===== src/design/aes_pkg.sv =====
`default_nettype none
package aes_pkg;

  localparam int unsigned RoundCount = 10;
  localparam int unsigned RndW       = 4;
  localparam int unsigned AddrW      = 6;

  // Register byte addresses (8-byte spacing)
  localparam logic [AddrW-1:0] AddrKeyHigh = 6'd0;
  localparam logic [AddrW-1:0] AddrKeyLow  = 6'd8;
  localparam logic [AddrW-1:0] AddrIvHigh  = 6'd16;
  localparam logic [AddrW-1:0] AddrIvLow   = 6'd24;
  localparam logic [AddrW-1:0] AddrMode    = 6'd32;

  typedef enum logic [2:0] {
    ST_IDLE,
    ST_EXPAND,
    ST_LOAD,
    ST_ROUND,
    ST_DONE
  } state_t;

  // controller to datapath
  typedef struct packed {
    logic            exp_init;
    logic            exp_step;
    logic            load;
    logic            round;
    logic            last;
    logic            finish;
    logic [RndW-1:0] rnd;
  } dp_cmd_t;

  typedef logic [7:0] byte_t;

  function automatic byte_t sbox(input byte_t v);
    byte_t t [256];
    t = '{
      8'h63,8'h7c,8'h77,8'h7b,8'hf2,8'h6b,8'h6f,8'hc5,8'h30,8'h01,8'h67,8'h2b,8'hfe,8'hd7,8'hab,8'h76,
      8'hca,8'h82,8'hc9,8'h7d,8'hfa,8'h59,8'h47,8'hf0,8'had,8'hd4,8'ha2,8'haf,8'h9c,8'ha4,8'h72,8'hc0,
      8'hb7,8'hfd,8'h93,8'h26,8'h36,8'h3f,8'hf7,8'hcc,8'h34,8'ha5,8'he5,8'hf1,8'h71,8'hd8,8'h31,8'h15,
      8'h04,8'hc7,8'h23,8'hc3,8'h18,8'h96,8'h05,8'h9a,8'h07,8'h12,8'h80,8'he2,8'heb,8'h27,8'hb2,8'h75,
      8'h09,8'h83,8'h2c,8'h1a,8'h1b,8'h6e,8'h5a,8'ha0,8'h52,8'h3b,8'hd6,8'hb3,8'h29,8'he3,8'h2f,8'h84,
      8'h53,8'hd1,8'h00,8'hed,8'h20,8'hfc,8'hb1,8'h5b,8'h6a,8'hcb,8'hbe,8'h39,8'h4a,8'h4c,8'h58,8'hcf,
      8'hd0,8'hef,8'haa,8'hfb,8'h43,8'h4d,8'h33,8'h85,8'h45,8'hf9,8'h02,8'h7f,8'h50,8'h3c,8'h9f,8'ha8,
      8'h51,8'ha3,8'h40,8'h8f,8'h92,8'h9d,8'h38,8'hf5,8'hbc,8'hb6,8'hda,8'h21,8'h10,8'hff,8'hf3,8'hd2,
      8'hcd,8'h0c,8'h13,8'hec,8'h5f,8'h97,8'h44,8'h17,8'hc4,8'ha7,8'h7e,8'h3d,8'h64,8'h5d,8'h19,8'h73,
      8'h60,8'h81,8'h4f,8'hdc,8'h22,8'h2a,8'h90,8'h88,8'h46,8'hee,8'hb8,8'h14,8'hde,8'h5e,8'h0b,8'hdb,
      8'he0,8'h32,8'h3a,8'h0a,8'h49,8'h06,8'h24,8'h5c,8'hc2,8'hd3,8'hac,8'h62,8'h91,8'h95,8'he4,8'h79,
      8'he7,8'hc8,8'h37,8'h6d,8'h8d,8'hd5,8'h4e,8'ha9,8'h6c,8'h56,8'hf4,8'hea,8'h65,8'h7a,8'hae,8'h08,
      8'hba,8'h78,8'h25,8'h2e,8'h1c,8'ha6,8'hb4,8'hc6,8'he8,8'hdd,8'h74,8'h1f,8'h4b,8'hbd,8'h8b,8'h8a,
      8'h70,8'h3e,8'hb5,8'h66,8'h48,8'h03,8'hf6,8'h0e,8'h61,8'h35,8'h57,8'hb9,8'h86,8'hc1,8'h1d,8'h9e,
      8'he1,8'hf8,8'h98,8'h11,8'h69,8'hd9,8'h8e,8'h94,8'h9b,8'h1e,8'h87,8'he9,8'hce,8'h55,8'h28,8'hdf,
      8'h8c,8'ha1,8'h89,8'h0d,8'hbf,8'he6,8'h42,8'h68,8'h41,8'h99,8'h2d,8'h0f,8'hb0,8'h54,8'hbb,8'h16};
    return t[v];
  endfunction

  function automatic byte_t sbox_inv(input byte_t v);
    byte_t t [256];
    t = '{
      8'h52,8'h09,8'h6a,8'hd5,8'h30,8'h36,8'ha5,8'h38,8'hbf,8'h40,8'ha3,8'h9e,8'h81,8'hf3,8'hd7,8'hfb,
      8'h7c,8'he3,8'h39,8'h82,8'h9b,8'h2f,8'hff,8'h87,8'h34,8'h8e,8'h43,8'h44,8'hc4,8'hde,8'he9,8'hcb,
      8'h54,8'h7b,8'h94,8'h32,8'ha6,8'hc2,8'h23,8'h3d,8'hee,8'h4c,8'h95,8'h0b,8'h42,8'hfa,8'hc3,8'h4e,
      8'h08,8'h2e,8'ha1,8'h66,8'h28,8'hd9,8'h24,8'hb2,8'h76,8'h5b,8'ha2,8'h49,8'h6d,8'h8b,8'hd1,8'h25,
      8'h72,8'hf8,8'hf6,8'h64,8'h86,8'h68,8'h98,8'h16,8'hd4,8'ha4,8'h5c,8'hcc,8'h5d,8'h65,8'hb6,8'h92,
      8'h6c,8'h70,8'h48,8'h50,8'hfd,8'hed,8'hb9,8'hda,8'h5e,8'h15,8'h46,8'h57,8'ha7,8'h8d,8'h9d,8'h84,
      8'h90,8'hd8,8'hab,8'h00,8'h8c,8'hbc,8'hd3,8'h0a,8'hf7,8'he4,8'h58,8'h05,8'hb8,8'hb3,8'h45,8'h06,
      8'hd0,8'h2c,8'h1e,8'h8f,8'hca,8'h3f,8'h0f,8'h02,8'hc1,8'haf,8'hbd,8'h03,8'h01,8'h13,8'h8a,8'h6b,
      8'h3a,8'h91,8'h11,8'h41,8'h4f,8'h67,8'hdc,8'hea,8'h97,8'hf2,8'hcf,8'hce,8'hf0,8'hb4,8'he6,8'h73,
      8'h96,8'hac,8'h74,8'h22,8'he7,8'had,8'h35,8'h85,8'he2,8'hf9,8'h37,8'he8,8'h1c,8'h75,8'hdf,8'h6e,
      8'h47,8'hf1,8'h1a,8'h71,8'h1d,8'h29,8'hc5,8'h89,8'h6f,8'hb7,8'h62,8'h0e,8'haa,8'h18,8'hbe,8'h1b,
      8'hfc,8'h56,8'h3e,8'h4b,8'hc6,8'hd2,8'h79,8'h20,8'h9a,8'hdb,8'hc0,8'hfe,8'h78,8'hcd,8'h5a,8'hf4,
      8'h1f,8'hdd,8'ha8,8'h33,8'h88,8'h07,8'hc7,8'h31,8'hb1,8'h12,8'h10,8'h59,8'h27,8'h80,8'hec,8'h5f,
      8'h60,8'h51,8'h7f,8'ha9,8'h19,8'hb5,8'h4a,8'h0d,8'h2d,8'he5,8'h7a,8'h9f,8'h93,8'hc9,8'h9c,8'hef,
      8'ha0,8'he0,8'h3b,8'h4d,8'hae,8'h2a,8'hf5,8'hb0,8'hc8,8'heb,8'hbb,8'h3c,8'h83,8'h53,8'h99,8'h61,
      8'h17,8'h2b,8'h04,8'h7e,8'hba,8'h77,8'hd6,8'h26,8'he1,8'h69,8'h14,8'h63,8'h55,8'h21,8'h0c,8'h7d};
    return t[v];
  endfunction

  function automatic byte_t rcon(input logic [RndW-1:0] k);
    unique case (k)
      4'd1:    return 8'h01;
      4'd2:    return 8'h02;
      4'd3:    return 8'h04;
      4'd4:    return 8'h08;
      4'd5:    return 8'h10;
      4'd6:    return 8'h20;
      4'd7:    return 8'h40;
      4'd8:    return 8'h80;
      4'd9:    return 8'h1b;
      4'd10:   return 8'h36;
      default: return 8'h00;
    endcase
  endfunction

  function automatic byte_t xt(input byte_t v);
    return {v[6:0], 1'b0} ^ (v[7] ? 8'h1b : 8'h00);
  endfunction

  function automatic logic [31:0] mix_col(input logic [31:0] c);
    byte_t a0, a1, a2, a3;
    a0 = c[31:24]; a1 = c[23:16]; a2 = c[15:8]; a3 = c[7:0];
    return {xt(a0) ^ xt(a1) ^ a1 ^ a2 ^ a3,
            a0 ^ xt(a1) ^ xt(a2) ^ a2 ^ a3,
            a0 ^ a1 ^ xt(a2) ^ xt(a3) ^ a3,
            xt(a0) ^ a0 ^ a1 ^ a2 ^ xt(a3)};
  endfunction

  // inverse mix = forward mix after a pre-multiply step
  function automatic logic [31:0] inv_mix_col(input logic [31:0] c);
    byte_t a0, a1, a2, a3, u, v;
    a0 = c[31:24]; a1 = c[23:16]; a2 = c[15:8]; a3 = c[7:0];
    u  = xt(xt(a0 ^ a2));
    v  = xt(xt(a1 ^ a3));
    return mix_col({a0 ^ u, a1 ^ v, a2 ^ u, a3 ^ v});
  endfunction

  // byte i at bits 127-8i; byte i = row i%4, col i/4
  function automatic logic [127:0] sub_shift(input logic [127:0] s);
    logic [127:0] o;
    for (int c = 0; c < 4; c++) begin
      for (int r = 0; r < 4; r++) begin
        o[127 - 8*(4*c + r) -: 8] = sbox(s[127 - 8*(4*((c + r) & 3) + r) -: 8]);
      end
    end
    return o;
  endfunction

  function automatic logic [127:0] inv_shift_sub(input logic [127:0] s);
    logic [127:0] o;
    for (int c = 0; c < 4; c++) begin
      for (int r = 0; r < 4; r++) begin
        o[127 - 8*(4*((c + r) & 3) + r) -: 8] = sbox_inv(s[127 - 8*(4*c + r) -: 8]);
      end
    end
    return o;
  endfunction

  function automatic logic [127:0] mix_all(input logic [127:0] s, input logic inv);
    logic [127:0] o;
    for (int c = 0; c < 4; c++) begin
      o[127 - 32*c -: 32] = inv ? inv_mix_col(s[127 - 32*c -: 32])
                                : mix_col(s[127 - 32*c -: 32]);
    end
    return o;
  endfunction

endpackage
`default_nettype wire


===== src/design/aes_ctrl.sv =====
`default_nettype none
module aes_ctrl (
  input  wire logic            clk,
  input  wire logic            rst_n,
  input  wire logic            in_valid,
  output logic                 in_stall,
  output logic                 out_valid,
  input  wire logic            out_stall,
  input  wire logic            keys_ready,
  input  wire logic            decrypt,
  output aes_pkg::dp_cmd_t     cmd
);

  aes_pkg::state_t          state_r, state_nxt;
  logic [aes_pkg::RndW-1:0] cnt_r, cnt_nxt;
  logic                     dec_r, dec_nxt;

  // state and counter registers
  always_ff @(posedge clk) begin
    if (!rst_n) begin
      state_r <= aes_pkg::ST_IDLE;
      cnt_r   <= '0;
      dec_r   <= 1'b0;
    end else begin
      state_r <= state_nxt;
      cnt_r   <= cnt_nxt;
      dec_r   <= dec_nxt;
    end
  end

  // next state and datapath commands
  always_comb begin
    state_nxt = state_r;
    cnt_nxt   = cnt_r;
    dec_nxt   = dec_r;
    cmd       = '0;
    in_stall  = 1'b1;
    out_valid = 1'b0;
    unique case (state_r)
      aes_pkg::ST_IDLE: begin
        if (in_valid) begin
          if (!keys_ready) begin
            cmd.exp_init = 1'b1;
            cnt_nxt      = 4'd1;
            state_nxt    = aes_pkg::ST_EXPAND;
          end else begin
            state_nxt = aes_pkg::ST_LOAD;
          end
        end
      end
      aes_pkg::ST_EXPAND: begin
        cmd.exp_step = 1'b1;
        cmd.rnd      = cnt_r;
        cnt_nxt      = cnt_r + 4'd1;
        if (cnt_r == aes_pkg::RndW'(aes_pkg::RoundCount)) begin
          state_nxt = aes_pkg::ST_LOAD;
        end
      end
      aes_pkg::ST_LOAD: begin
        // request taken here; first key add
        in_stall  = 1'b0;
        cmd.load  = 1'b1;
        cmd.rnd   = decrypt ? aes_pkg::RndW'(aes_pkg::RoundCount) : '0;
        dec_nxt   = decrypt;
        cnt_nxt   = 4'd1;
        state_nxt = aes_pkg::ST_ROUND;
      end
      aes_pkg::ST_ROUND: begin
        cmd.round = 1'b1;
        cmd.rnd   = dec_r ? aes_pkg::RndW'(aes_pkg::RoundCount) - cnt_r : cnt_r;
        cmd.last  = (cnt_r == aes_pkg::RndW'(aes_pkg::RoundCount));
        cnt_nxt   = cnt_r + 4'd1;
        if (cmd.last) begin
          cmd.finish = 1'b1;
          state_nxt  = aes_pkg::ST_DONE;
        end
      end
      aes_pkg::ST_DONE: begin
        out_valid = 1'b1;
        if (!out_stall) begin
          state_nxt = aes_pkg::ST_IDLE;
        end
      end
      default: state_nxt = aes_pkg::ST_IDLE;
    endcase
  end

  a_load_has_input: assert property (@(posedge clk) disable iff (!rst_n)
    state_r == aes_pkg::ST_LOAD |-> in_valid)
    else $error("load without input");
  a_round_to_done: assert property (@(posedge clk) disable iff (!rst_n)
    cmd.finish |=> state_r == aes_pkg::ST_DONE)
    else $error("finish did not reach done");
  a_one_accept: assert property (@(posedge clk) disable iff (!rst_n)
    !in_stall |=> in_stall)
    else $error("two accepts in a row");

endmodule
`default_nettype wire


===== config.mk =====
export PLATFORM = sky130hd
export DESIGN_NAME = aes_ctrl
export DESIGN_NICKNAME = d
export VERILOG_FILES = /design/src/design/aes_pkg.sv /design/src/design/aes_ctrl.sv
export SDC_FILE = /design/constraint.sdc
export NUM_CORES = 1
export LEC_CHECK = 0
export BUFFER_PORTS_ARGS = -buffer_cell sky130_fd_sc_hd__buf_2
export CAP_MARGIN = 0
export CORE_MARGIN = 1
export CORE_UTILIZATION = 45
export DETAILED_ROUTE_END_ITERATION = 16
export MAX_ROUTING_LAYER = met4
export PLACE_DENSITY = 0.71
export SYNTH_ARGS = -nofsm -noshare
export SYNTH_HDL_FRONTEND = slang
export SYNTH_SLANG_ARGS = --single-unit

===== constraint.sdc =====
create_clock -name clk -period 1.78 [get_ports clk]
set_clock_uncertainty 0.2 [all_clocks]
set_input_delay 0.178 -clock clk [delete_from_list [all_inputs] [get_ports clk]]
set_output_delay 0.178 -clock clk [all_outputs]
set_load 0.02 [all_outputs]

==> results.py, run 1 <==
metrics = {
    "sta": {
        "holdWs_ns": 0.0167,
        "rsz0062_at_grt": "yes",
        "timing.fmax_mhz": 552,
        "fin_crit_sh_pct": 102,
        "worst_pin_slew_ns": 0.359,
        "relSlewSlack_pct": 76.1,
        "final_hold_viol_count": 0,
        "finalSetupViolCount": 2,
        "finalWorstSetupSlack_ns": -0.0325,
        "slew_violations": 0,
        "finalCriticalPeriod_ns": 1.81,
    },
    "power_and_ir_drop": {
        "p_per_area_nw_per_um2": 660,
        "p_total_mw": 0.533,
        "max-vdd-ir-drop_mv": 0.551,
        "p_leak_nw": 0.342,
    },
    "routing": {
        "via_per_inst": 5.50,
        "drc": 0,
        "vias": 594,
        "drt-total-wl_um": 1460,
        "drt-initial-drc-count": 15,
        "wl_per_cell_um": 13.6,
        "postRouteAntennaNets": 0,
        "drt_pre_antenna_iters": 5,
    },
    "floorplanning": {
        "die-area_um2": 1460,
        "num_rows": 12,
        "start_util_pct": 50.5,
        "die_h_um": 38.3,
        "core_um2": 1170,
        "die_x_um": 38.3,
        "io-pin-count": 18,
    },
    "global_route": {
        "grt_pass1_wl_um": 2100,
        "grt-ovfl-total": 0,
        "antenna_found_initial": 0,
        "grt_pass1_vias": 488,
        "grt_usage_pct": 21.7,
        "grt_max_degree": 14,
    },
    "logic_synthesis": {
        "synth_area_leaders": "dfxtp_1 (27%), a21oi_1 (4.2%), ha_1 (4.2%), nand2b_1 (4.2%), and2_1 (3.2%)",
        "synth_common_cells": "dfxtp_1 (8), a21oi_1 (5), nand2_1 (5), nor2_1 (5), nand2b_1 (4)",
        "yosysUniqueCellTypes": 36,
        "syn_area_per_cell_um2": 8.11,
        "synth_top_area_share_pct": 27.1,
        "synth_seq_cells": 8,
        "synthesis.instances": 73,
        "dominantRegCellSynth": "dfxtp_1",
        "syn-num-nets": 81,
        "ys.warnings.count": 0,
        "syn-cell-area_um2": 592,
        "synth_edf_count": 0,
        "ys_async_sr_fraction_pct": 0,
        "yosys.cell_count.top_type": "dfxtp_1",
        "synth_seq_area_share_pct": 27.1,
        "synth_top_area_cell": "dfxtp_1",
    },
    "finish": {
        "n_antenna_cell": 0,
        "area_growth_pct": 36.6,
        "n_fill_cell": 105,
        "drive_above_1_share_pct": 44.7,
        "regArea_um2": 174,
        "stdcell_area_um2": 808,
        "multi_input_area_um2": 422,
        "nets": 104,
    },
    "placed_design": {
        "place_congestion": 0.842,
        "dp_hpwl_um": 1000,
        "place_area_um2": 683,
        "portBuffers": 17,
    },
    "worst_setup_path": {
        "rr_startpoint": "cnt_r[1]",
        "cp_top_family": "simple AND/OR/NAND/NOR gates",
        "crit_type": "reg -> out",
        "reg2reg_depth": 5,
        "crit_start": "cnt_r[1]",
        "slowest_delay_ns": 0.40,
        "worstSetupEndpointType": "output pin",
        "worstPathRequired_ns": 1.40,
        "cp-start-kind": "flip-flop",
        "cp.depth": 4,
        "worstPathCellList": "ha_4 > nand4b_1 > nor3b_2 > buf_4",
        "worstPathArrival_ns": 1.43,
        "path_buf_inv": 1,
        "crit_fanout": 5,
        "cp_slowest_cell": "dfxtp_4",
    },
    "run": {
        "maxCapViolCount": 0,
    },
    "worst_hold_path": {
        "min_path_cells": 3,
        "hold_path_class": "in -> reg",
        "min-delay-start": "decrypt",
    },
    "clock_network": {
        "clockRootBuffer": "clkbuf_4",
        "cts_buffers": 3,
        "cts_tree": "yes",
        "cts.sinks": 8,
        "cts_buffer_depth": 2,
        "ctsHtreeMaxLevel": 1,
        "clock_latency_ns": 0.25,
        "path_clk_slew_ns": 0.06,
    },
    "outcome": {
        "status": "finished with violations",
        "violations": "setup timing",
    },
}
logic make-up (layout without fill, tap and decap cells):
family / count (synthesis) / count (layout) / synth area share [%]
AO/OA/AOI/OAI: 16 / 16 / 19.4
AND/OR/NAND/NOR: 34 / 34 / 35.1
XOR/XNOR: 2 / 2 / 2.96
flip-flops: 8 / 8 / 27.1
buffers and inverters: 10 / 31 / 9.51
adder cells (fa/ha/maj): 2 / 2 / 4.23
multiplexers: 1 / 1 / 1.69
cells in the final DEF (no fill, tap or decap), types with 2 or more instances in the layout:
| cell | count |
|---|---|
| a21oi_1 | 5 |
| and2_1 | 3 |
| and2b_1 | 2 |
| and3_1 | 2 |
| buf_2 | 12 |
| buf_4 | 10 |
| clkbuf_4 | 3 |
| dfxtp_1 | 3 |
| dfxtp_2 | 2 |
| dfxtp_4 | 3 |
| dlygate4sd3_1 | 2 |
| ha_4 | 2 |
| inv_2 | 2 |
| nand2_1 | 4 |
| nand2b_1 | 3 |
| nand3_1 | 3 |
| nor2_1 | 5 |
| o21a_1 | 2 |
| xor2_1 | 2 |
stage by stage:
step                util, %  worst slack [ns]  cells  setup TNS (ns)
detailed placement     58.3             0.121    102               0
global route           69.0           -0.0521    108          -0.151
CTS                    64.2           0.00125    107               0
global placement       58.3             0.162    102               0
floorplan                 -            0.0635     73               0
finish                 69.0           -0.0325    108         -0.0651
report_power, final:
group          switching [mW]  internal (mW)
Sequential             0.0284          0.195
Combinational          0.0935         0.0803
Clock                  0.0592         0.0770
per-layer routing:
layer,vias to the layer above,GRT usage (%),wire [um]
li1,301,-,-
met1,273,25.5,680
met2,18,36.9,730
met3,2,5.23,45
met4,0,5.36,7
met5,-,-,0
worst min-delay path: stages:
cell	delay, ns
buf_2	0.10
mux2i_1	0.07
nor2_1	0.08
flip-flops by register name, indices dropped and copies added (netlist names):
name	cells
cnt_r	4
state_r	3
dec_r	1
final cells by class:
| class | count | area share, % |
|---|---|---|
| multi-input cells | 55 | 52.2 |
| well taps | 14 | 2.17 |
| inverters | 4 | 2.17 |
| repair buffers | 24 | 19.2 |
| flip-flops and latches | 8 | 21.5 |
| clock buffers | 3 | 2.79 |
path summary, 6_finish.rpt:
check	to	slack, ns
hold / removal	dec_r	0.02
setup / recovery	cmd[4]	-0.03
setup reg to reg	state_r[2]	0.27
hold reg to reg	state_r[1]	0.36
timing repair:
action	4_1_cts	5_1_grt
buffers inserted	0	1
gates resized for setup	11	12
hold buffers	2	0
endpoints found under the setup margin	4	6
endpoints found under the hold margin	1	0
pin swaps	0	4
Power figures use the tool's default switching activity.
==> inputs of run 2 (changes only) <==
--- a/config.mk
+++ b/config.mk
@@ -10,7 +10,6 @@
 export CORE_MARGIN = 1
 export CORE_UTILIZATION = 45
 export DETAILED_ROUTE_END_ITERATION = 16
-export MAX_ROUTING_LAYER = met4
 export PLACE_DENSITY = 0.71
 export SYNTH_ARGS = -nofsm -noshare
 export SYNTH_HDL_FRONTEND = slang
==> run 2 against run 1 <==
Against the previous run: the flow still finishes with violations (setup timing); worst hold slack lost 0.0038 ns; count of clock-buffer cells in the layout is the same; die area is the same; sequential power is essentially flat; maximum frequency grew 0.38%; cell area is the same; first-iteration DRC count grew 13%; worst setup slack gained 0.0068 ns; cell count is the same; largest cell class unchanged; highest routed layer is now met3.
==> results.py, run 2 (same netlist as run 1, synthesis figures left out) <==
metrics = {
    "routing": {
        "drt-total-wl_um": 1480,
        "wl_per_cell_um": 13.7,
        "vias": 599,
        "postRouteAntennaNets": 0,
        "drt_pre_antenna_iters": 6,
        "drc": 0,
        "via_per_inst": 5.55,
        "drt-initial-drc-count": 17,
    },
    "clock_network": {
        "cts.sinks": 8,
        "cts_buffers": 3,
        "cts_tree": "yes",
        "clock_latency_ns": 0.25,
        "clockRootBuffer": "clkbuf_4",
        "path_clk_slew_ns": 0.06,
        "cts_buffer_depth": 2,
        "ctsHtreeMaxLevel": 1,
    },
    "worst_setup_path": {
        "cp_slowest_cell": "dfxtp_4",
        "worstPathRequired_ns": 1.40,
        "cp-start-kind": "flip-flop",
        "worstSetupEndpointType": "output pin",
        "worstPathArrival_ns": 1.43,
        "worstPathCellList": "ha_4 > nand4b_1 > nor3b_2 > buf_4",
        "slowest_delay_ns": 0.39,
        "crit_fanout": 5,
        "crit_type": "reg -> out",
    },
    "sta": {
        "worst_pin_slew_ns": 0.368,
        "rsz0062_at_grt": "yes",
        "final_hold_viol_count": 0,
        "setup-tns-final_ns": -0.0515,
        "timing.fmax_mhz": 554,
        "finalCriticalPeriod_ns": 1.81,
        "fin_crit_sh_pct": 101,
        "slew_violations": 0,
        "finalWorstSetupSlack_ns": -0.0257,
        "relSlewSlack_pct": 75.4,
        "finalSetupViolCount": 2,
    },
    "outcome": {
        "status": "finished with violations",
        "violations": "setup timing",
    },
    "global_route": {
        "grt_pass1_vias": 492,
        "antenna_found_initial": 0,
        "grt-ovfl-total": 0,
        "grt_max_degree": 14,
        "grt_pass1_wl_um": 2100,
        "grt_usage_pct": 21.1,
    },
    "run": {
        "maxCapViolCount": 0,
    },
    "floorplanning": {
        "die_h_um": 38.3,
        "die-area_um2": 1460,
        "core_um2": 1170,
        "die_x_um": 38.3,
        "start_util_pct": 50.5,
        "num_rows": 12,
        "io-pin-count": 18,
    },
    "finish": {
        "drive_above_1_share_pct": 44.7,
        "final_common_cell": "buf_2",
        "nets": 104,
        "largest_reg_flops": 4,
        "area_growth_pct": 36.6,
        "final_cell_mix": "buf_2 (12), buf_4 (10), nor2_1 (5), a21oi_1 (5), nand2_1 (4)",
        "n_antenna_cell": 0,
        "reg_top3": "cnt_r: 4 flops, state_r: 3 flops, dec_r: 1 flops",
        "stdcell_area_um2": 808,
        "largest_register": "cnt_r",
    },
    "worst_hold_path": {
        "hold_path_class": "in -> reg",
    },
    "placed_design": {
        "dp_hpwl_um": 1000,
        "place_area_um2": 683,
        "place_congestion": 0.830,
        "portBuffers": 17,
    },
    "power_and_ir_drop": {
        "p_per_area_nw_per_um2": 663,
        "max-vdd-ir-drop_mv": 0.557,
        "p_leak_nw": 0.342,
    },
}
## run 2: cell counts in the layout (fill, tap and decap cells not counted)
Identical to the previous run, type by type.
## run 2: final timing paths
path              startpoint          to  slack [ns]  cells past startpoint
setup / recovery    cnt_r[1]      cmd[4]       -0.03                      4
hold / removal       decrypt       dec_r        0.01                      3
setup reg to reg    cnt_r[1]  state_r[2]        0.28                      5
hold reg to reg   state_r[0]  state_r[1]        0.36                      1
## run 2: cell type report
cell class              count  area [um^2]
inverters                   4         17.5
fillers                   105          363
repair buffers             24          155
flip-flops and latches      8          174
multi-input cells          55          422
clock buffers               3         22.5
well taps                  14         17.5
## run 2: timing repair
item                                    CTS  global route
resized for setup                        11            12
endpoints found under the setup margin    4             6
endpoints found under the hold margin     1             0
setup buffers                             0             1
pin swaps                                 0             4
hold buffers                              2             0
## run 2: layer usage
layer	up-vias	global-route usage (%)	share of wire (%)	routed length (um)
met5	-	0	0	0
met4	0	5.36	0	0
met3	0	5.23	5.3	79
met2	28	36.9	50	742
met1	270	25.5	45	659
li1	301	-	-	-
## run 2: per-stage QoR
stage               worst slack (ns)  std cells  utilization [%]  power (mW)  hold slack (ns)
finish                       -0.0257        108             69.0       0.536           0.0129
global route                 -0.0521        108             69.0       0.567           0.0308
CTS                          0.00125        107             64.2       0.522           0.0134
detailed placement             0.121        102             58.3       0.367            0.253
global placement               0.162        102             58.3       0.361            0.247
floorplan                     0.0635         73                -       0.319           0.0955
## run 2: power breakdown
| group | internal, mW | leakage, nW | switching (mW) |
|---|---|---|---|
| Sequential | 0.195 | 0.0681 | 0.0287 |
| Combinational | 0.0806 | 0.260 | 0.0943 |
| Clock | 0.0771 | 0.0138 | 0.0605 |
| Total | 0.352 | 0.342 | 0.184 |
## run 2: critical path, delay by kind of cell (launching register included)
kind | cells | cell delay (ns)
AND/OR/NAND/NOR | 2 | 0.45
flip-flops | 1 | 0.39
buffers and inverters | 1 | 0.19
adder cells (fa/ha/maj) | 1 | 0.15
==> inputs of run 3 (changes only) <==
--- a/config.mk
+++ b/config.mk
@@ -11,6 +11,8 @@
 export CORE_UTILIZATION = 45
 export DETAILED_ROUTE_END_ITERATION = 16
 export PLACE_DENSITY = 0.71
+export RECOVER_POWER = 50
 export SYNTH_ARGS = -nofsm -noshare
 export SYNTH_HDL_FRONTEND = slang
 export SYNTH_SLANG_ARGS = --single-unit
+export TNS_END_PERCENT = 10
==> constraint.sdc (replaced) <==
create_clock -name clk -period 1.78 [get_ports clk]
set_clock_uncertainty 0.2 [all_clocks]
set_input_delay 0.089 -clock clk [delete_from_list [all_inputs] [get_ports clk]]
set_output_delay 0.089 -clock clk [all_outputs]
set_load 0.02 [all_outputs]
==> run 3 against run 2 <==
Against the previous run: the run now ends clean; via count shrank 4.8%; maximum frequency up 5.5%; wire length fell by 17%; global-route usage shrank 0.61 points; count of clock-buffer cells in the layout unchanged; clock power barely moved; utilization is 4.5 points lower; worst setup slack improved by 0.094 ns; sequential power about the same; non-clock buffer count down 1.
==> results.py, run 3 (same netlist as run 1, synthesis figures left out) <==
metrics = {
    "clock_network": {
        "cts_buffers": 3,
        "ctsHtreeMaxLevel": 1,
        "clockRootBuffer": "clkbuf_4",
        "cts_tree": "yes",
        "path_clk_slew_ns": 0.06,
        "cts.sinks": 8,
        "clock_latency_ns": 0.26,
        "cts_post_setup_buffers_inserted": 0,
        "cts_buffer_depth": 2,
    },
    "finish": {
        "final_cell_mix": "buf_2 (16), nor2_1 (5), nand2_1 (5), a21oi_1 (5), dlygate4sd3_1 (5)",
        "stdcell_area_um2": 756,
        "largest_reg_flops": 4,
        "drive_above_1_share_pct": 34.4,
        "n_antenna_cell": 0,
        "final_common_cell": "buf_2",
        "area_growth_pct": 27.7,
        "n_fill_cell": 103,
        "largest_register": "cnt_r",
        "reg_top3": "cnt_r: 4 flops, state_r: 3 flops, dec_r: 1 flops",
        "post-route-util_pct": 64.5,
        "nets": 103,
        "final_cells": 107,
    },
    "sta": {
        "finalCriticalPeriod_ns": 1.71,
        "rsz0062_at_grt": "yes",
        "fin_crit_sh_pct": 96.2,
        "slew_violations": 0,
        "relSlewSlack_pct": 77.3,
        "final_hold_viol_count": 0,
        "setup-tns-final_ns": 0,
        "holdWs_ns": 0.0884,
        "timing.fmax_mhz": 584,
        "finalSetupViolCount": 0,
        "worst_pin_slew_ns": 0.340,
        "finalWorstSetupSlack_ns": 0.0682,
    },
    "placed_design": {
        "place_area_um2": 661,
        "dp_hpwl_um": 901,
        "post-place-ws_ns": 0.166,
        "place_congestion": 0.790,
        "dp_cells": 99,
        "portBuffers": 17,
    },
    "floorplanning": {
        "die_h_um": 38.3,
        "num_rows": 12,
        "start_util_pct": 50.5,
        "io-pin-count": 18,
        "core_um2": 1170,
        "die-area_um2": 1460,
        "die_x_um": 38.3,
    },
    "worst_setup_path": {
        "r2r_end": "cnt_r[0]",
        "cp.depth": 6,
        "worstSetupEndpointType": "output pin",
        "crit_start": "cnt_r[0]",
        "cp_top_family": "flip-flops",
        "rrSetupSlack_ns": 0.37,
        "cp-start-kind": "flip-flop",
        "crit_path_end": "cmd[1]",
        "rr_startpoint": "state_r[0]",
        "worstPathArrival_ns": 1.42,
        "crit_type": "reg -> out",
        "slowest_delay_ns": 0.36,
        "worstPathRequired_ns": 1.49,
        "worstPathCellList": "inv_2 > ha_4 > and3_1 > o21ai_1 > a21oi_1 > buf_4",
        "crit_fanout": 4,
        "reg2reg_depth": 3,
        "path_buf_inv": 2,
        "cp_slowest_cell": "dfxtp_2",
    },
    "global_route": {
        "grt_usage_pct": 20.5,
        "antenna_found_initial": 0,
        "grt-ovfl-total": 0,
        "grt_pass1_vias": 453,
        "grt_max_degree": 15,
        "grt_pass1_wl_um": 2000,
    },
    "routing": {
        "drt_pre_antenna_iters": 2,
        "postRouteAntennaNets": 0,
        "via_per_inst": 5.33,
        "drt-total-wl_um": 1230,
        "drt-initial-drc-count": 11,
        "vias": 570,
        "drc": 0,
        "wl_per_cell_um": 11.5,
    },
    "power_and_ir_drop": {
        "p_leak_nw": 0.323,
        "max-vdd-ir-drop_mv": 0.411,
        "p_per_area_nw_per_um2": 671,
        "p_total_mw": 0.507,
    },
    "run": {
        "maxCapViolCount": 0,
    },
    "outcome": {
        "status": "finished, final reports clean",
    },
    "worst_hold_path": {
        "hold_path_class": "in -> reg",
    },
}
-- run 3: changes by cell type in the layout (fill, tap and decap cells not counted), sizes merged --
cell	before	now
dlygate4sd3	2	5
buf	22	18
-- run 3: where the power goes --
group          internal, mW  leakage, nW  total [mW]  switching [mW]
clock network        0.0772       0.0138       0.139          0.0619
registers             0.195       0.0670       0.225          0.0292
logic                0.0670        0.242       0.143          0.0760
-- run 3: worst min-delay path: cells and delay by family --
kind	cells	cell delay (ns)
and+or+nand+nor	2	0.24
buffers and inverters	1	0.11
AOI/OAI and AO/OA	1	0.07
-- run 3: timing repair --
item / in CTS / in global routing
gates cloned: 0 / 0
pin swaps: 1 / 1
hold buffers: 5 / 0
hold endpoints to repair: 7 / 0
resized for setup: 6 / 3
setup endpoints to repair: 4 / 2
-- run 3: worst min-delay path by stage --
stage | end | cells past startpoint | slack [ns] | startpoint
floorplan | state_r[2] | 1 | 0.006 | rst_n
global placement | state_r[1] | 3 | 0.16 | keys_ready
detailed placement | state_r[1] | 3 | 0.16 | keys_ready
CTS | state_r[0] | 4 | 0.08 | in_valid
global route | state_r[0] | 4 | 0.11 | in_valid
finish | state_r[0] | 4 | 0.09 | in_valid
-- run 3: layer usage --
| metal | global-route usage, % | vias to the layer above | share of wire (%) |
|---|---|---|---|
| met5 | 0 | - | 0 |
| met4 | 5.36 | 0 | 0 |
| met3 | 10.5 | 0 | 5.9 |
| met2 | 28.8 | 14 | 43 |
| met1 | 27.3 | 256 | 51 |
| li1 | - | 300 | - |
-- run 3: area by class of cell --
class                      instances  area, um^2  area share [%]
clock buffer                       3        22.5            2.98
multi-input combinational         55         388            51.3
inverter                           4        15.0            1.99
tap                               14        17.5            2.32
sequential                         8         168            22.2
timing repair buffer              23         145            19.2
